File: src/rtl/atrw_pkg.sv
// ----------------------------------------------------------------------------
// atrw_pkg
// Types, codes and match words shared by the reply watcher.
// ----------------------------------------------------------------------------
package atrw_pkg;

  localparam int unsigned MaxReplyChars = 16;
  localparam int unsigned CfgWidth      = 64;
  localparam int unsigned ErrorLen      = 5;
  localparam int unsigned FailLen       = 4;

  typedef enum logic [1:0] {
    FuncStart  = 2'd0,
    FuncTick   = 2'd1,
    FuncByte   = 2'd2,
    FuncUnused = 2'd3
  } func_e;

  typedef enum logic [2:0] {
    StWaiting = 3'd0,
    StMatched = 3'd1,
    StError   = 3'd2,
    StTimeout = 3'd3,
    StIdle    = 3'd4
  } status_e;

  typedef enum logic [2:0] {
    CfgExpectedLow    = 3'd0,
    CfgExpectedHigh   = 3'd1,
    CfgExpectedLength = 3'd2,
    CfgTimeoutTicks   = 3'd3,
    CfgWatchErrors    = 3'd4
  } cfg_idx_e;

  typedef struct packed {
    logic [63:0] expected_low;
    logic [63:0] expected_high;
    logic [4:0]  expected_length;
    logic [19:0] timeout_ticks;
    logic        watch_errors;
  } cfg_t;

  typedef struct packed {
    func_e       func;
    logic [7:0]  byte_value;
  } item_t;

  function automatic logic [7:0] error_char(logic [2:0] pos);
    logic [7:0] c;
    case (pos)
      3'd0:    c = "E";
      3'd1:    c = "R";
      3'd2:    c = "R";
      3'd3:    c = "O";
      3'd4:    c = "R";
      default: c = 8'h00;
    endcase
    return c;
  endfunction

  function automatic logic [7:0] fail_char(logic [2:0] pos);
    logic [7:0] c;
    case (pos)
      3'd0:    c = "F";
      3'd1:    c = "A";
      3'd2:    c = "I";
      3'd3:    c = "L";
      default: c = 8'h00;
    endcase
    return c;
  endfunction

endpackage

File: src/rtl/at_response_watcher.sv
// ----------------------------------------------------------------------------
// at_response_watcher
// Watches modem reply bytes for the expected reply, ERROR or FAIL, with timeout.
// ----------------------------------------------------------------------------
//  channel   handshake               payload
//  in        in_valid_i/in_ready_o   func_i, byte_value_i
//  out       out_valid_o/out_ready_i status_o
//  cfg       cfg_we_i                cfg_index_i, cfg_wdata_i
//
//  one request per cycle sustained while the result side takes each status
//  the input register feeds the match step, the result register holds its status
//  a stalled result does not block the input register, so one more request is taken
//  reset clears the match state (no wait active) and loads the default reply "OK"
// ----------------------------------------------------------------------------
module at_response_watcher #(
  parameter int unsigned MaxReplyChars = atrw_pkg::MaxReplyChars
) (
  input  logic                          clk_i,
  input  logic                          rst_ni,
  input  logic                          in_valid_i,
  output logic                          in_ready_o,
  input  logic [1:0]                    func_i,
  input  logic [7:0]                    byte_value_i,
  output logic                          out_valid_o,
  input  logic                          out_ready_i,
  output logic [2:0]                    status_o,
  input  logic                          cfg_we_i,
  input  logic [2:0]                    cfg_index_i,
  input  logic [atrw_pkg::CfgWidth-1:0] cfg_wdata_i
);
  import atrw_pkg::*;

  cfg_t    cfg;
  item_t   stage_q;
  logic    stage_valid_q, stage_valid_d;
  logic    out_valid_q, out_valid_d;
  status_e status_q;
  status_e step_status;
  logic    advance;
  logic    in_accept;

  atrw_cfg_regs u_cfg_regs (
    .clk_i       (clk_i),
    .rst_ni      (rst_ni),
    .cfg_we_i    (cfg_we_i),
    .cfg_index_i (cfg_index_i),
    .cfg_wdata_i (cfg_wdata_i),
    .cfg_o       (cfg)
  );

  atrw_core #(
    .MaxReplyChars (MaxReplyChars)
  ) u_core (
    .clk_i    (clk_i),
    .rst_ni   (rst_ni),
    .cfg_i    (cfg),
    .item_i   (stage_q),
    .step_i   (advance),
    .status_o (step_status)
  );

  // the staged request moves on when the result register is free or drains
  assign advance    = stage_valid_q && (!out_valid_q || out_ready_i);
  assign in_ready_o = !stage_valid_q || advance;
  assign in_accept  = in_valid_i && in_ready_o;

  always_comb begin
    stage_valid_d = stage_valid_q;
    if (in_accept)    stage_valid_d = 1'b1;
    else if (advance) stage_valid_d = 1'b0;
    out_valid_d = out_valid_q;
    if (advance)          out_valid_d = 1'b1;
    else if (out_ready_i) out_valid_d = 1'b0;
  end

  always_ff @(posedge clk_i or negedge rst_ni) begin
    if (!rst_ni) begin
      stage_valid_q <= 1'b0;
      out_valid_q   <= 1'b0;
    end else begin
      stage_valid_q <= stage_valid_d;
      out_valid_q   <= out_valid_d;
    end
  end

  always_ff @(posedge clk_i) begin
    if (in_accept) begin
      stage_q.func       <= func_e'(func_i);
      stage_q.byte_value <= byte_value_i;
    end
    if (advance) status_q <= step_status;
  end

  assign out_valid_o = out_valid_q;
  assign status_o    = status_q;

endmodule

File: src/rtl/atrw_cfg_regs.sv
// ----------------------------------------------------------------------------
// atrw_cfg_regs
// Configuration register file, write only, with the power-up reply "OK".
// ----------------------------------------------------------------------------
module atrw_cfg_regs (
  input  logic                   clk_i,
  input  logic                   rst_ni,
  input  logic                   cfg_we_i,
  input  logic [2:0]             cfg_index_i,
  input  logic [63:0]            cfg_wdata_i,
  output atrw_pkg::cfg_t         cfg_o
);
  import atrw_pkg::*;

  cfg_t cfg_q;
  cfg_t cfg_d;

  always_comb begin
    cfg_d = cfg_q;
    if (cfg_we_i) begin
      case (cfg_idx_e'(cfg_index_i))
        CfgExpectedLow:    cfg_d.expected_low    = cfg_wdata_i;
        CfgExpectedHigh:   cfg_d.expected_high   = cfg_wdata_i;
        CfgExpectedLength: cfg_d.expected_length = cfg_wdata_i[4:0];
        CfgTimeoutTicks:   cfg_d.timeout_ticks   = cfg_wdata_i[19:0];
        CfgWatchErrors:    cfg_d.watch_errors    = cfg_wdata_i[0];
        default:           cfg_d = cfg_q;
      endcase
    end
  end

  always_ff @(posedge clk_i or negedge rst_ni) begin
    if (!rst_ni) begin
      cfg_q.expected_low    <= 64'h4B4F;
      cfg_q.expected_high   <= 64'h0;
      cfg_q.expected_length <= 5'd2;
      cfg_q.timeout_ticks   <= 20'd1000;
      cfg_q.watch_errors    <= 1'b1;
    end else begin
      cfg_q <= cfg_d;
    end
  end

  assign cfg_o = cfg_q;

endmodule

File: src/rtl/atrw_core.sv
// ----------------------------------------------------------------------------
// atrw_core
// Match positions, tick counter and the one-request step logic.
// ----------------------------------------------------------------------------
module atrw_core #(
  parameter int unsigned MaxReplyChars = atrw_pkg::MaxReplyChars
) (
  input  logic                   clk_i,
  input  logic                   rst_ni,
  input  atrw_pkg::cfg_t         cfg_i,
  input  atrw_pkg::item_t        item_i,
  input  logic                   step_i,
  output atrw_pkg::status_e      status_o
);
  import atrw_pkg::*;

  localparam logic [4:0] MaxLen = 5'(MaxReplyChars);

  logic [4:0]  reply_pos_q, reply_pos_d;
  logic [2:0]  error_pos_q, error_pos_d;
  logic [2:0]  fail_pos_q, fail_pos_d;
  logic [19:0] ticks_q, ticks_d;
  logic        waiting_q, waiting_d;

  logic [4:0]  reply_len;
  logic [63:0] reply_word;
  logic [7:0]  reply_ch;
  logic        reply_hit;
  logic        error_hit;
  logic        fail_hit;
  status_e     st;

  always_comb begin
    reply_len = cfg_i.expected_length;
    if (reply_len == 5'd0) reply_len = 5'd1;
    if (reply_len > MaxLen) reply_len = MaxLen;
  end

  // character under the reply position, low word holds characters 0 to 7
  assign reply_word = reply_pos_q[3] ? cfg_i.expected_high : cfg_i.expected_low;
  assign reply_ch   = reply_word[{reply_pos_q[2:0], 3'b000} +: 8];

  assign reply_hit = (reply_pos_q < reply_len) && (item_i.byte_value == reply_ch);
  assign error_hit = (error_pos_q < 3'(ErrorLen))
                     && (item_i.byte_value == error_char(error_pos_q));
  assign fail_hit  = (fail_pos_q < 3'(FailLen))
                     && (item_i.byte_value == fail_char(fail_pos_q));

  always_comb begin
    reply_pos_d = reply_pos_q;
    error_pos_d = error_pos_q;
    fail_pos_d  = fail_pos_q;
    ticks_d     = ticks_q;
    waiting_d   = waiting_q;
    st          = StWaiting;
    if (item_i.func == FuncStart) begin
      reply_pos_d = '0;
      error_pos_d = '0;
      fail_pos_d  = '0;
      ticks_d     = '0;
      waiting_d   = 1'b1;
    end else if (item_i.func == FuncUnused || !waiting_q) begin
      st = waiting_q ? StWaiting : StIdle;
    end else if (ticks_q >= cfg_i.timeout_ticks) begin
      st        = StTimeout;
      waiting_d = 1'b0;
    end else begin
      if (item_i.func == FuncByte) begin
        if (reply_hit) begin
          if ((reply_pos_q + 5'd1) >= reply_len) begin
            reply_pos_d = '0;
            st          = StMatched;
          end else begin
            reply_pos_d = reply_pos_q + 5'd1;
          end
        end else begin
          reply_pos_d = '0;
        end
        // error words only run while the reply has not completed
        if (st == StWaiting && cfg_i.watch_errors) begin
          if (error_hit) begin
            if ((error_pos_q + 3'd1) >= 3'(ErrorLen)) begin
              error_pos_d = '0;
              st          = StError;
            end else begin
              error_pos_d = error_pos_q + 3'd1;
            end
          end else begin
            error_pos_d = '0;
          end
          if (st == StWaiting) begin
            if (fail_hit) begin
              if ((fail_pos_q + 3'd1) >= 3'(FailLen)) begin
                fail_pos_d = '0;
                st         = StError;
              end else begin
                fail_pos_d = fail_pos_q + 3'd1;
              end
            end else begin
              fail_pos_d = '0;
            end
          end
        end
      end
      if (st == StWaiting) begin
        ticks_d = ticks_q + 20'd1;
        if (ticks_d >= cfg_i.timeout_ticks) st = StTimeout;
      end
      if (st != StWaiting) waiting_d = 1'b0;
    end
  end

  always_ff @(posedge clk_i or negedge rst_ni) begin
    if (!rst_ni) begin
      reply_pos_q <= '0;
      error_pos_q <= '0;
      fail_pos_q  <= '0;
      ticks_q     <= '0;
      waiting_q   <= 1'b0;
    end else if (step_i) begin
      reply_pos_q <= reply_pos_d;
      error_pos_q <= error_pos_d;
      fail_pos_q  <= fail_pos_d;
      ticks_q     <= ticks_d;
      waiting_q   <= waiting_d;
    end
  end

  assign status_o = st;

endmodule

File: config.mk
export PLATFORM = sky130hd
export DESIGN_NAME = at_response_watcher
export DESIGN_NICKNAME = d
export VERILOG_FILES = /design/src/rtl/atrw_pkg.sv /design/src/rtl/at_response_watcher.sv /design/src/rtl/atrw_cfg_regs.sv /design/src/rtl/atrw_core.sv
export SDC_FILE = /design/constraint.sdc
export NUM_CORES = 1
export LEC_CHECK = 0
export BUFFER_PORTS_ARGS = -buffer_cell sky130_fd_sc_hd__buf_2
export CAP_MARGIN = 15
export CORE_MARGIN = 2
export CORE_UTILIZATION = 35
export CTS_CLUSTER_DIAMETER = 40
export DETAILED_ROUTE_END_ITERATION = 8
export SYNTH_ARGS = -nofsm -noshare
export SYNTH_HDL_FRONTEND = slang
export SYNTH_HIERARCHICAL = 1
export SYNTH_SLANG_ARGS = --single-unit
File: constraint.sdc
create_clock -name clk_i -period 5.02 [get_ports clk_i]
set_clock_uncertainty 0.15 [all_clocks]
set_input_delay 0.251 -clock clk_i [delete_from_list [all_inputs] [get_ports clk_i]]
set_output_delay 0.251 -clock clk_i [all_outputs]
set_load 0.05 [all_outputs]
Word level (Yosys, flattened, before mapping)
Cells that the tools add are included.
Widths: inputs -> output; s select.
{"block": "word_totals", "ff_bits": 201, "elab_cells": 153, "input_bits": 82}
{"block": "op_classes", "magnitude_cmp": 9, "addsub": 4, "n_mux": 67, "n_shift": 1, "n_eq_ne": 18, "reduce_logical": 39}
{"cell": "$mux 3", "n": 43}
{"cell": "$mux 20", "n": 4}
{"cell": "$mux 64", "n": 1}
{"cell": "$shiftx 64x7->8", "n": 1}
{"cell": "$ge 20x20->1", "n": 2}
{"cell": "$mux 5", "n": 8}
{"cell": "$pmux 7 s4", "n": 1}
{"cell": "$pmux 7 s3", "n": 1}
{"cell": "$add 20x1->20 const B", "n": 1}
{"cell": "$eq 3x2->1 const B", "n": 6}
{"cell": "$logic_not 3->1", "n": 6}
{"cell": "$eq 8x7->1", "n": 2}
{"cell": "$reduce_bool 2->1", "n": 6}
{"cell": "$reduce_and 2->1", "n": 5}
{"cell": "$eq 3x1->1 const B", "n": 3}
{"cell": "$mux 1", "n": 9}
{"cell": "$eq 8x8->1", "n": 1}
{"cell": "$reduce_and 4->1", "n": 2}
{"cell": "$add 3x1->3 const B", "n": 2}
{"cell": "$eq 3x3->1 const B", "n": 2}
{"cell": "$ge 3x3->1 const B", "n": 2}
{"cell": "$logic_and 1x1->1", "n": 6}
{"cell": "$lt 3x3->1 const B", "n": 2}
{"cell": "$reduce_and 6->1", "n": 1}
{"cell": "other kinds (14)", "n": 21}

Longest topological paths before layout
Gate-level depths: netlist of the first run.
{"block": "logic_depth", "depth_word": 36, "ltp_mapped": 18, "mapped_depth_nobuf": 16}

By module
Netlist of the first run, hierarchy kept.
{"module": "atrw_cfg_regs", "area_each_um2": 6397.4, "cells_each": 329, "instances": 1}
{"module": "atrw_core", "area_each_um2": 4705.8, "cells_each": 529, "instances": 1}
{"module": "at_response_watcher", "area_each_um2": 494.2, "cells_each": 21, "instances": 1}

Worst setup path after synthesis of the first run
OpenSTA, ideal clock, no wires.
{"block": "synth_path", "kind": "flip-flop to flip-flop", "from": "register u_core.ticks_q[0]", "to": "register status_q[0], in the netlist status_o[0] (data pin)", "path_buffers": 2, "synth_period_minus_slack_ps": 3629, "slack_ps": 1391, "arrival_ps": 3215, "t_required_ps": 4605, "stages_incl_launch_ff": 19, "setup_time_ps": 265, "cell_sequence": "dfrtp_1 -> ha_1 -> nand3_1 -> nor2_1 -> and3_1 -> clkbuf_1 -> and3_1 -> and3_1 -> clkbuf_1 -> nand3_1 -> xnor2_1 -> ha_1 -> a21o_1 -> a21o_1 -> a21oi_1 -> o31a_1 -> nor2b_1 -> o21ai_0 -> a21oi_1"}
{"block": "synth_between", "elab_chain_cells": 9}
{"item": "from (decl)", "line_no": "atrw_core.sv:22", "source": "logic [19:0] ticks_q, ticks_d;"}
{"item": "from (signal assigned)", "line_no": "atrw_core.sv:124", "source": "ticks_q <= ticks_d;"}
{"item": "$add 20x1->20", "line_no": "atrw_core.sv:106", "source": "ticks_d = ticks_q + 20'd1;"}
{"item": "$ge 20x20->1", "line_no": "atrw_core.sv:107", "source": "if (ticks_d >= cfg_i.timeout_ticks) st = StTimeout;"}
{"item": "$mux 3", "line_no": "atrw_core.sv:107"}
{"item": "$mux 3", "line_no": "atrw_core.sv:105", "source": "if (st == StWaiting) begin"}
{"item": "$mux 3", "line_no": "atrw_core.sv:64", "source": "end else if (ticks_q >= cfg_i.timeout_ticks) begin"}
{"item": "$mux 3", "line_no": "atrw_core.sv:62", "source": "end else if (item_i.func == FuncUnused || !waiting_q) begin"}
{"item": "$mux 3", "line_no": "atrw_core.sv:56", "source": "if (item_i.func == FuncStart) begin"}
{"item": "$mux 3 *", "line_no": "atrw_core.sv:64"}
{"item": "$mux 3 *", "line_no": "atrw_core.sv:62"}
{"item": "to (signal assigned)", "line_no": "at_response_watcher.sv:91", "source": "if (advance) status_q <= step_status;"}
{"item": "to (decl)", "line_no": "at_response_watcher.sv:37", "source": "status_e status_q;"}
Mark *: on every way between the ends. The rest lies on a longest branch, timed or not. The select of a mux whose other input is x is not followed.
A chain may end at the register's enable or synchronous reset.

Final worst setup path of the first run
{"block": "layout_path", "from": "register u_core.reply_pos_q[0]", "to": "register u_core.ticks_q[13]"}
{"block": "layout_between", "elab_chain_cells": 26}
{"item": "from (decl)", "line_no": "atrw_core.sv:19", "source": "logic [4:0] reply_pos_q, reply_pos_d;"}
{"item": "from (signal assigned)", "line_no": "atrw_core.sv:121", "source": "reply_pos_q <= reply_pos_d;"}
{"item": "$add 5x1->5 / $shiftx 64x7->8 (equally long branches)", "line_no": "atrw_core.sv:70, atrw_core.sv:41"}
{"item": "$ge 5x5->1 / $eq 8x8->1 (equally long branches)", "line_no": "atrw_core.sv:70, atrw_core.sv:43"}
{"item": "$mux 1 / $logic_and 1x1->1 (equally long branches)", "line_no": "atrw_core.sv:70, atrw_core.sv:43"}
{"item": "$mux 3 *", "line_no": "atrw_core.sv:69", "source": "if (reply_hit) begin"}
{"item": "$mux 3 *", "line_no": "atrw_core.sv:68", "source": "if (item_i.func == FuncByte) begin"}
{"item": "$mux 3 *", "line_no": "atrw_core.sv:64"}
{"item": "$mux 3 *", "line_no": "atrw_core.sv:62"}
{"item": "$mux 3 *", "line_no": "atrw_core.sv:56"}
{"item": "[10 not listed]"}
{"item": "$mux 3 *", "line_no": "atrw_core.sv:80", "source": "if (st == StWaiting && cfg_i.watch_errors) begin"}
{"item": "$mux 3 *", "line_no": "atrw_core.sv:68"}
{"item": "$mux 3 *", "line_no": "atrw_core.sv:64"}
{"item": "$mux 3 *", "line_no": "atrw_core.sv:62"}
{"item": "$mux 3 *", "line_no": "atrw_core.sv:56"}
{"item": "$logic_not 3->1 *", "line_no": "atrw_core.sv:105"}
{"item": "$reduce_bool 2->1 (no line) *"}
{"item": "$reduce_and 4->1 (no line) *"}
Marked as above.

==> flow_metrics.tcl, run 1 <==
set metrics [dict create \
    gr-total-overflow 0 \
    synth_seq_cells 201 \
    crit_fanout 34 \
    die_area_mm2 0.0346 \
    ir_drop_mv 0.249 \
    postSynthAreaPerCell_um2 13.2 \
    vias 7583 \
    first_pass_iters 5 \
    rsz0062_at_grt "no" \
    final_common_cell "dfrtp_1" \
    stdcell_count 1521 \
    start_kind "flop" \
    p_leak_uw 0.00642 \
    hp-class "input pin to asynchronous set/reset pin" \
    ys.flop_type "dfrtp_1" \
    fill_cells 3002 \
    core-area_mm2 0.0326 \
    final_cell_mix "170 x dfrtp_1, 120 x mux2_4, 85 x buf_2" \
    postPlaceCellArea_mm2 0.0123 \
    seq_power_share 0.377 \
    wl_per_cell_um 18.2 \
    status "finished, final reports clean" \
    wl_um 27700 \
    setup_ws_ns 0.833 \
    ant_nets 0 \
    crit_required_ns 5.28 \
    synth_warnings 6 \
    finalCritPeriodShare 0.834 \
    area_delta_synth_final_pct 23.8 \
    r2r_start "u_core/reply_pos_q[0]" \
    clk_pin_slew_ns 0.06 \
    slew_violations 0 \
    synth.mux.area_fraction 0.266 \
    fin_area_mm2 0.0144 \
    place_inst 1377 \
    antenna_found_initial 0 \
    numPortBuffers 86 \
    numClockSinks 201 \
    seq_area_frac_synth 0.441 \
    p_int_uw 4240 \
    first_iter_violations 513 \
    row_count 66 \
    slowest_delay_ns 1.07 \
    power.share.switching 0.261 \
    track_usage 0.165 \
    multiInputGateArea_mm2 0.00595 \
    insertion_delay_ns 0.52 \
    cts_tree "done" \
    synth_top_family_by_area "multiplexers" \
    synth_xor_xnor_area_share 0.0242 \
    p_per_area_mw_per_mm2 400 \
    rr_worst_depth 10 \
    max_freq_mhz 239 \
    dpl_worst_slack_ns 0.842 \
    tns_ns 0 \
    drcViolationCount 0 \
    max-slew-margin-rel 0.206 \
    hold_viol 0 \
    h-tree-depth 2 \
    p_comb_frac 0.177 \
    via_per_inst 4.99 \
    clock_power_share 0.446 \
    synth_fa_ha_area_frac 0.0680 \
    synth_area_mm2 0.0116 \
    syn_nets 1024 \
    synth-simple-area-share 0.0808 \
    max_cap_viol_count 0 \
    r2r_end "u_core/ticks_q[13]" \
    critPathKind "flop to flop" \
    cts_root_buffer "clkbuf_16" \
    nets 1196 \
    p_total_uw 5740 \
    crit_slowest_cell "dfrtp_2" \
    gp_congestion 0.814 \
    end_kind "flop" \
    ys_async_sr_fraction 0.935 \
    drive_gt1_frac 0.348 \
    synthCells 879 \
    antenna-diode-count 0 \
    grt_pass1_wl_um 44300 \
    ios 87 \
    yosysUniqueCellTypes 75 \
    die_h_um 186 \
    chipWidth_um 186 \
    numCtsBuffers 36 \
    grt_max_degree 128 \
    worst_slew_pin_slew_ns 1.19 \
    arrival_ns 4.45 \
    seqCellArea_mm2 0.00512 \
    synth-compound-area-share 0.0731 \
    initial_core_util 0.356 \
    cts_buffer_depth 3 \
    reg2reg_setup_slack_ns 0.83 \
    cts_setup_buffers 0 \
    dp_hpwl_um 19100 \
    synth-edff-count 13 \
    grt_pass1_vias 7969 \
    switchingPower_uw 1500 \
    path_cells "buf_4 > mux2i_1 > a22o_1 > a221oi_1 > xor2_1 > o31ai_2 > nand4_2 > a32oi_4 > o21ai_0 > o31ai_1" \
    setup_viol 0 \
    period_minus_slack_ns 4.19 \
]
cell type report:
| type | count | area share |
|---|---|---|
| tap | 442 | 0.0385 |
| inverter | 39 | 0.0102 |
| clock buffer | 42 | 0.0672 |
| multi-input combinational | 601 | 0.415 |
| sequential | 201 | 0.357 |
| clock inverter | 24 | 0.0221 |
| timing repair buffer | 172 | 0.0909 |
how the worst max path moves through the flow:
stage | from | endpoint | cells after the start
2_1_floorplan | u_core/ticks_q[0] | status_o[0] | 18
3_3_place_gp | u_core/ticks_q[0] | status_o[0] | 15
3_5_place_dp | u_core/reply_pos_q[0] | u_core/ticks_q[8] | 9
4_1_cts | u_core/reply_pos_q[0] | u_core/ticks_q[13] | 9
5_1_grt | u_core/reply_pos_q[0] | u_core/ticks_q[13] | 10
6_report | u_core/reply_pos_q[0] | u_core/ticks_q[13] | 10
kinds of logic after synthesis:
| group | after synthesis |
|---|---|
| XOR/XNOR | 32 |
| multiplexers | 212 |
| AO/OA/AOI/OAI | 123 |
| flip-flops | 201 |
| AND/OR/NAND/NOR | 171 |
| adder cells (fa/ha/maj) | 63 |
| buffers and inverters | 77 |
timing repair:
item / 4_1_cts / 5_1_grt
gates resized for setup: 0 / 0
hold buffers: 78 / 0
hold endpoints to repair: 227 / 0
power by group through the flow:
stage / Clock (µW) / Combinational (µW) / Sequential [µW]
2_1_floorplan: 0 / 760 / 2110
3_3_place_gp: 0 / 947 / 2180
3_5_place_dp: 0 / 972 / 2180
4_1_cts: 2620 / 1020 / 2170
5_1_grt: 2700 / 1120 / 2200
6_report: 2560 / 1010 / 2160
flip-flops by register name (all words and copies together) (netlist names):
| signal | flops |
|---|---|
| u_cfg_regs/cfg_o | 154 |
| u_core/ticks_q | 20 |
| stage_q | 10 |
| u_core/reply_pos_q | 5 |
| status_o | 3 |
| u_core/error_pos_q | 3 |
| u_core/fail_pos_q | 3 |
| out_valid_o | 1 |
| stage_valid_q | 1 |
| u_core/waiting_q | 1 |
Yosys cell counts (all sizes together) (2+ instances only):
library cell  count  share of area
dfrtp           171           0.37
mux2            159           0.19
ha               63          0.068
o21ai            41          0.019
inv              39          0.013
nand2            38          0.012
nor2             33          0.011
buf              29          0.031
mux2i            28          0.024
mux4             25          0.049
nand3            20         0.0091
xnor2            18          0.014
dfstp            17          0.039
a21oi            16         0.0069
a21o             15         0.0097
nand4            15         0.0086
xor2             14          0.011
edfxtp           13          0.034
nand2b           10         0.0054
nor2b            10         0.0054
and3              9         0.0049
clkbuf            9         0.0029
nor3              8         0.0035
a22oi             6         0.0039
o31ai             6         0.0043
a21boi            5         0.0032
and2              4         0.0024
nor3b             4         0.0026
or2               4         0.0022
a221o             3         0.0026
a31oi             3         0.0016
a41oi             3         0.0023
and4              3         0.0023
and4bb            3         0.0036
nor4              3         0.0016
o21a              3         0.0019
a211o             2         0.0015
a211oi            2         0.0013
a311oi            2         0.0015
and3b             2         0.0015
o22ai             2         0.0011
worst max-delay path: cells and delay by family, from the launching register on:
family / cells / cell delay, ns
AO/OA/AOI/OAI: 6 / 1.95
AND/OR/NAND/NOR: 1 / 0.23
flip-flops: 1 / 1.07
multiplexers: 1 / 0.11
buffers and inverters: 1 / 0.40
XOR/XNOR: 1 / 0.14
through the flow:
| stage | utilization | hold WS [ns] |
|---|---|---|
| after floorplan | - | -0.195 |
| after global placement | 0.377 | 0.132 |
| after detailed placement | 0.377 | 0.124 |
| after CTS | 0.440 | 0.125 |
| after global routing | 0.440 | 0.156 |
| final | 0.440 | 0.132 |
metal layers:
metal | routed length [µm] | track usage | vias up
met5 | 0 | 0 | -
met4 | 585 | 0.0454 | 0
met3 | 1320 | 0.0270 | 44
met2 | 12900 | 0.267 | 180
met1 | 12800 | 0.229 | 3780
li1 | - | - | 3579
(Power assumes the default switching activity.)
==> run 2: changes to the inputs <==
Clock period 5.02 ns to 4.2 ns, I/O delays scaled along.
==> run 2 against run 1 <==
Against the previous run:
- register-to-register slack lost 0.50 ns
- maximum frequency grew 8.4%
- combinational power is 21% higher
- via count grew 0.40%
==> flow_metrics.tcl, run 2 (synthesis gave the netlist of run 1 again) <==
set metrics [dict create \
    status "finished, final reports clean" \
    p_leak_uw 0.00642 \
    ir_drop_mv 0.328 \
    switchingPower_uw 1750 \
    worst_slew_pin_slew_ns 1.06 \
    h-tree-depth 2 \
    slew_violations 0 \
    p_comb_frac 0.185 \
    initial_core_util 0.356 \
    grt_max_degree 83 \
    tns_ns 0 \
    ios 87 \
    grt_pass1_vias 7805 \
    cts_tree "done" \
    p_int_uw 4820 \
    area_delta_synth_final_pct 23.6 \
    hp-class "input pin to asynchronous set/reset pin" \
    seq_power_share 0.393 \
    clk_pin_slew_ns 0.05 \
    die_area_mm2 0.0346 \
    chipWidth_um 186 \
    nets 1208 \
    numClockSinks 201 \
    drive_gt1_frac 0.354 \
    p_per_area_mw_per_mm2 459 \
    end_kind "flop" \
    slowest_delay_ns 0.44 \
    final_cell_mix "170 x dfrtp_1, 120 x mux2_4, 85 x buf_2" \
    gp_congestion 0.791 \
    max_freq_mhz 259 \
    fin_hold_ws_ns 0.150 \
    start_kind "flop" \
    period_minus_slack_ns 3.86 \
    rsz0062_at_grt "no" \
    antenna-diode-count 0 \
    max-slew-margin-rel 0.296 \
    antenna_found_initial 0 \
    grt_pass1_wl_um 43800 \
    wl_per_cell_um 17.8 \
    cp.buffers_inverters 0 \
    cts_buffer_depth 3 \
    arrival_ns 3.94 \
    crit_slowest_cell "dfrtp_1" \
    crit_fanout 7 \
    cts_root_buffer "clkbuf_16" \
    postPlaceCellArea_mm2 0.0124 \
    first_iter_violations 401 \
    numPortBuffers 86 \
    final_common_cell "dfrtp_1" \
    critical-path-top-delay-family "simple AND/OR/NAND/NOR gates" \
    dp_hpwl_um 19100 \
    crit_required_ns 4.27 \
    die_h_um 186 \
    ant_nets 0 \
    setup_viol 0 \
    track_usage 0.163 \
    critPathKind "flop to flop" \
    row_count 66 \
    insertion_delay_ns 0.51 \
    utilization 0.439 \
    finalCritPeriodShare 0.920 \
    clock_power_share 0.422 \
    numCtsBuffers 34 \
    hold_viol 0 \
    via_per_inst 4.97 \
    drcViolationCount 0 \
    core-area_mm2 0.0326 \
    wl_um 27200 \
    fin_area_mm2 0.0143 \
    gr-total-overflow 0 \
    p_total_uw 6570 \
    path_cells "ha_1 > nand3_1 > nor2_2 > and3_2 > and3_1 > and3_1 > xor2_1 > ha_1 > a21oi_1 > o2111ai_1 > a31oi_1 > o31a_1 > nor2b_1 > o21ai_0 > a21oi_1" \
    max_cap_viol_count 0 \
    power.share.switching 0.266 \
    vias 7613 \
    first_pass_iters 5 \
    largest_reg_flops 154 \
    fill_cells 2980 \
]
run 2: final cells by class:
cell class | instances | area (µm²) | share of cell area
multi-input cells | 601 | 5950 | 0.416
inverters | 39 | 146 | 0.0102
repair buffers | 186 | 1410 | 0.0984
clock buffers | 40 | 936 | 0.0653
well taps | 442 | 553 | 0.0386
clock inverters | 22 | 211 | 0.0148
flip-flops and latches | 201 | 5120 | 0.357
run 2: path summary, 6_finish.rpt:
kind	start	to	slack, ns	cells past startpoint
setup reg to reg	u_core/ticks_q[0]	status_o[0]	0.34	15
hold / removal	rst_ni	u_core/ticks_q[2]	0.15	2
min in group clk_i	cfg_we_i	u_cfg_regs/cfg_o[0]	0.16	3
hold reg to reg	u_cfg_regs/cfg_o[65]	u_cfg_regs/cfg_o[65]	0.36	1
max in group asynchronous	rst_ni	u_core/reply_pos_q[0]	2.69	3
setup / recovery	u_core/ticks_q[0]	status_o[0]	0.34	15
run 2: power groups by stage:
stage / combinational, µW / sequential, µW / clock [µW]
finish: 1220 / 2580 / 2780
global route: 1340 / 2630 / 2930
CTS: 1230 / 2580 / 2830
detailed placement: 1160 / 2610 / 0
global placement: 1140 / 2610 / 0
floorplan: 908 / 2520 / 0
run 2: metrics by stage:
stage	worst slack, ns	instances
final	0.337	1531
after floorplan	0.571	879
after global routing	0.0142	1531
after CTS	0.239	1531
after detailed placement	0.295	1391
after global placement	0.363	1391
run 2: metal layers:
layer / wire (µm) / up-vias / track usage
met4: 451 / 0 / 0.0409
li1: - / 3603 / -
met3: 1140 / 35 / 0.0284
met1: 13100 / 3816 / 0.232
met5: 0 / - / 0
met2: 12500 / 159 / 0.259
run 2: repair_timing:
item / CTS / global route
hold buffers: 78 / 0
hold endpoints to repair: 239 / 0
setup endpoints to repair: 0 / 2
buffers inserted: 0 / 0
resized for setup: 0 / 2
==> run 3: changes to the inputs <==
Settings changed: PLACE_DENSITY set to 0.53.
==> run 3 against run 2 <==
Against the previous run:
- sequential share of layout area down 0.47 points
- first-iteration DRC count down 4.7%
- combinational power about the same
- clock power up 12%
- highest routed layer unchanged
- non-clock buffer count down 2
- cell area up 1.3%
- sequential cell count unchanged
- sequential power about the same
- count of clock-buffer cells in the layout up 6
- cell count up 0.39%
- routed wire length up 1.3%
- critical path type unchanged
==> flow_metrics.tcl, run 3 (synthesis gave the netlist of run 1 again) <==
set metrics [dict create \
    crit_required_ns 4.29 \
    critical-path-top-delay-family "simple AND/OR/NAND/NOR gates" \
    grt_pass1_vias 7926 \
    p_leak_uw 0.00650 \
    gr-total-overflow 0 \
    area_delta_synth_final_pct 25.2 \
    tns_ns 0 \
    dpl_worst_slack_ns 0.387 \
    hold_viol 0 \
    hp-class "input pin to flop" \
    first_pass_iters 5 \
    initial_core_util 0.356 \
    h-tree-depth 2 \
    die_h_um 186 \
    highest_layer "met4" \
    setup_viol 0 \
    fin_area_mm2 0.0145 \
    cp.buffers_inverters 0 \
    ir_drop_mv 0.297 \
    first_iter_violations 382 \
    vias 7588 \
    start_kind "flop" \
    slew_violations 0 \
    setup_ws_ns 0.406 \
    die_area_mm2 0.0346 \
    numPortBuffers 86 \
    nets 1210 \
    drive_gt1_frac 0.355 \
    status "finished, final reports clean" \
    max-slew-margin-rel 0.341 \
    cts_buffer_depth 3 \
    cts_setup_buffers 0 \
    worst_slew_pin_slew_ns 0.989 \
    dp_hpwl_um 19300 \
    period_minus_slack_ns 3.79 \
    path_cells "ha_1 > nand3_1 > nor2_2 > and3_1 > and3_1 > and3_1 > nand3_1 > xnor2_1 > ha_1 > a21o_1 > a21oi_1 > o31a_1 > nor2b_1 > o21ai_0 > a21oi_1" \
    ant_nets 0 \
    finalCritPeriodShare 0.903 \
    antenna-diode-count 0 \
    track_usage 0.165 \
    clk_pin_slew_ns 0.05 \
    grt_max_degree 109 \
    row_count 66 \
    numClockSinks 201 \
    cts_tree "done" \
    numCtsBuffers 38 \
    max_freq_mhz 264 \
    max_cap_viol_count 0 \
    slowest_delay_ns 0.43 \
    p_per_area_mw_per_mm2 476 \
    wl_um 27600 \
    wl_per_cell_um 17.9 \
    insertion_delay_ns 0.51 \
    critPathMostFrequentCell "and3_1" \
    postPlaceCellArea_mm2 0.0124 \
    final_common_cell "dfrtp_1" \
    wl_met3_um 1230 \
    crit_slowest_cell "dfrtp_1" \
    drcViolationCount 0 \
    largest_reg_flops 154 \
    final_cell_mix "170 x dfrtp_1, 120 x mux2_4, 85 x buf_2" \
    cts_root_buffer "clkbuf_16" \
    utilization 0.445 \
    gp_congestion 0.831 \
    arrival_ns 3.88 \
    ios 87 \
    wl_met2_um 12600 \
    core-area_mm2 0.0326 \
    crit_fanout 7 \
    wl_met1_um 13100 \
    rsz0062_at_grt "no" \
    critPathKind "flop to flop" \
    antenna_found_initial 0 \
    chipWidth_um 186 \
    grt_pass1_wl_um 44200 \
    end_kind "flop" \
    via_per_inst 4.94 \
]
[run 3: cell count changes in the layout (fill, tap and decap cells not counted), moves of 3 or more]
cell / change
buf_12: +3
buf_4: -5
clkbuf_1: +4
clkbuf_16: +3
clkinv_1: -3
clkinv_8: +3
[run 3: path summary, 6_finish.rpt]
path,startpoint,to,slack [ns],cells past startpoint
worst min-delay path,cfg_we_i,u_cfg_regs/cfg_o[0],0.09,3
worst max register to register,u_core/ticks_q[0],status_o[0],0.41,15
worst max-delay path,u_core/ticks_q[0],status_o[0],0.41,15
worst min register to register,u_cfg_regs/cfg_o[2],u_cfg_regs/cfg_o[2],0.35,1
max in group asynchronous,rst_ni,u_cfg_regs/cfg_o[8],2.78,3
min in group asynchronous,rst_ni,u_core/ticks_q[7],0.20,2
[run 3: what timing repair did]
action,in CTS,in global routing
endpoints found under the hold margin,264,0
gates resized for setup,0,1
endpoints found under the setup margin,0,1
hold buffers,78,0
[run 3: cell type report]
class / count / area [µm²]
clock buffer: 46 / 1010
fill: 2996 / 18100
timing repair buffer: 184 / 1430
multi-input combinational: 601 / 5950
sequential: 201 / 5120
tap: 442 / 553
clock inverter: 24 / 304
inverter: 39 / 146
[run 3: through the flow]
step / total power, µW / hold slack (ns) / std cells
finish: 6910 / 0.0897 / 1537
global placement: 3770 / 0.238 / 1389
detailed placement: 3790 / 0.238 / 1389
CTS: 7000 / 0.0661 / 1537
global route: 7270 / 0.0832 / 1537
floorplan: 3430 / -0.236 / 879
[run 3: where the power goes]
part           switching (µW)  internal (µW)
Clock                    1090           2010
Sequential                231           2340
Combinational             498            743
Total                    1820           5090
[run 3: worst reg2reg max path, cell delays in order, from the launching register on]
cell	delay [ns]
dfrtp_1	0.43
ha_1	0.25
nand3_1	0.14
nor2_2	0.21
and3_1	0.28
and3_1	0.27
and3_1	0.28
nand3_1	0.12
xnor2_1	0.24
ha_1	0.30
a21o_1	0.16
a21oi_1	0.14
o31a_1	0.26
nor2b_1	0.07
o21ai_0	0.15
a21oi_1	0.09
[run 3: routing by layer]
metal	GRT usage	vias up
met5	0	-
met4	0.0466	0
met3	0.0297	40
met2	0.263	158
met1	0.231	3764
li1	-	3626
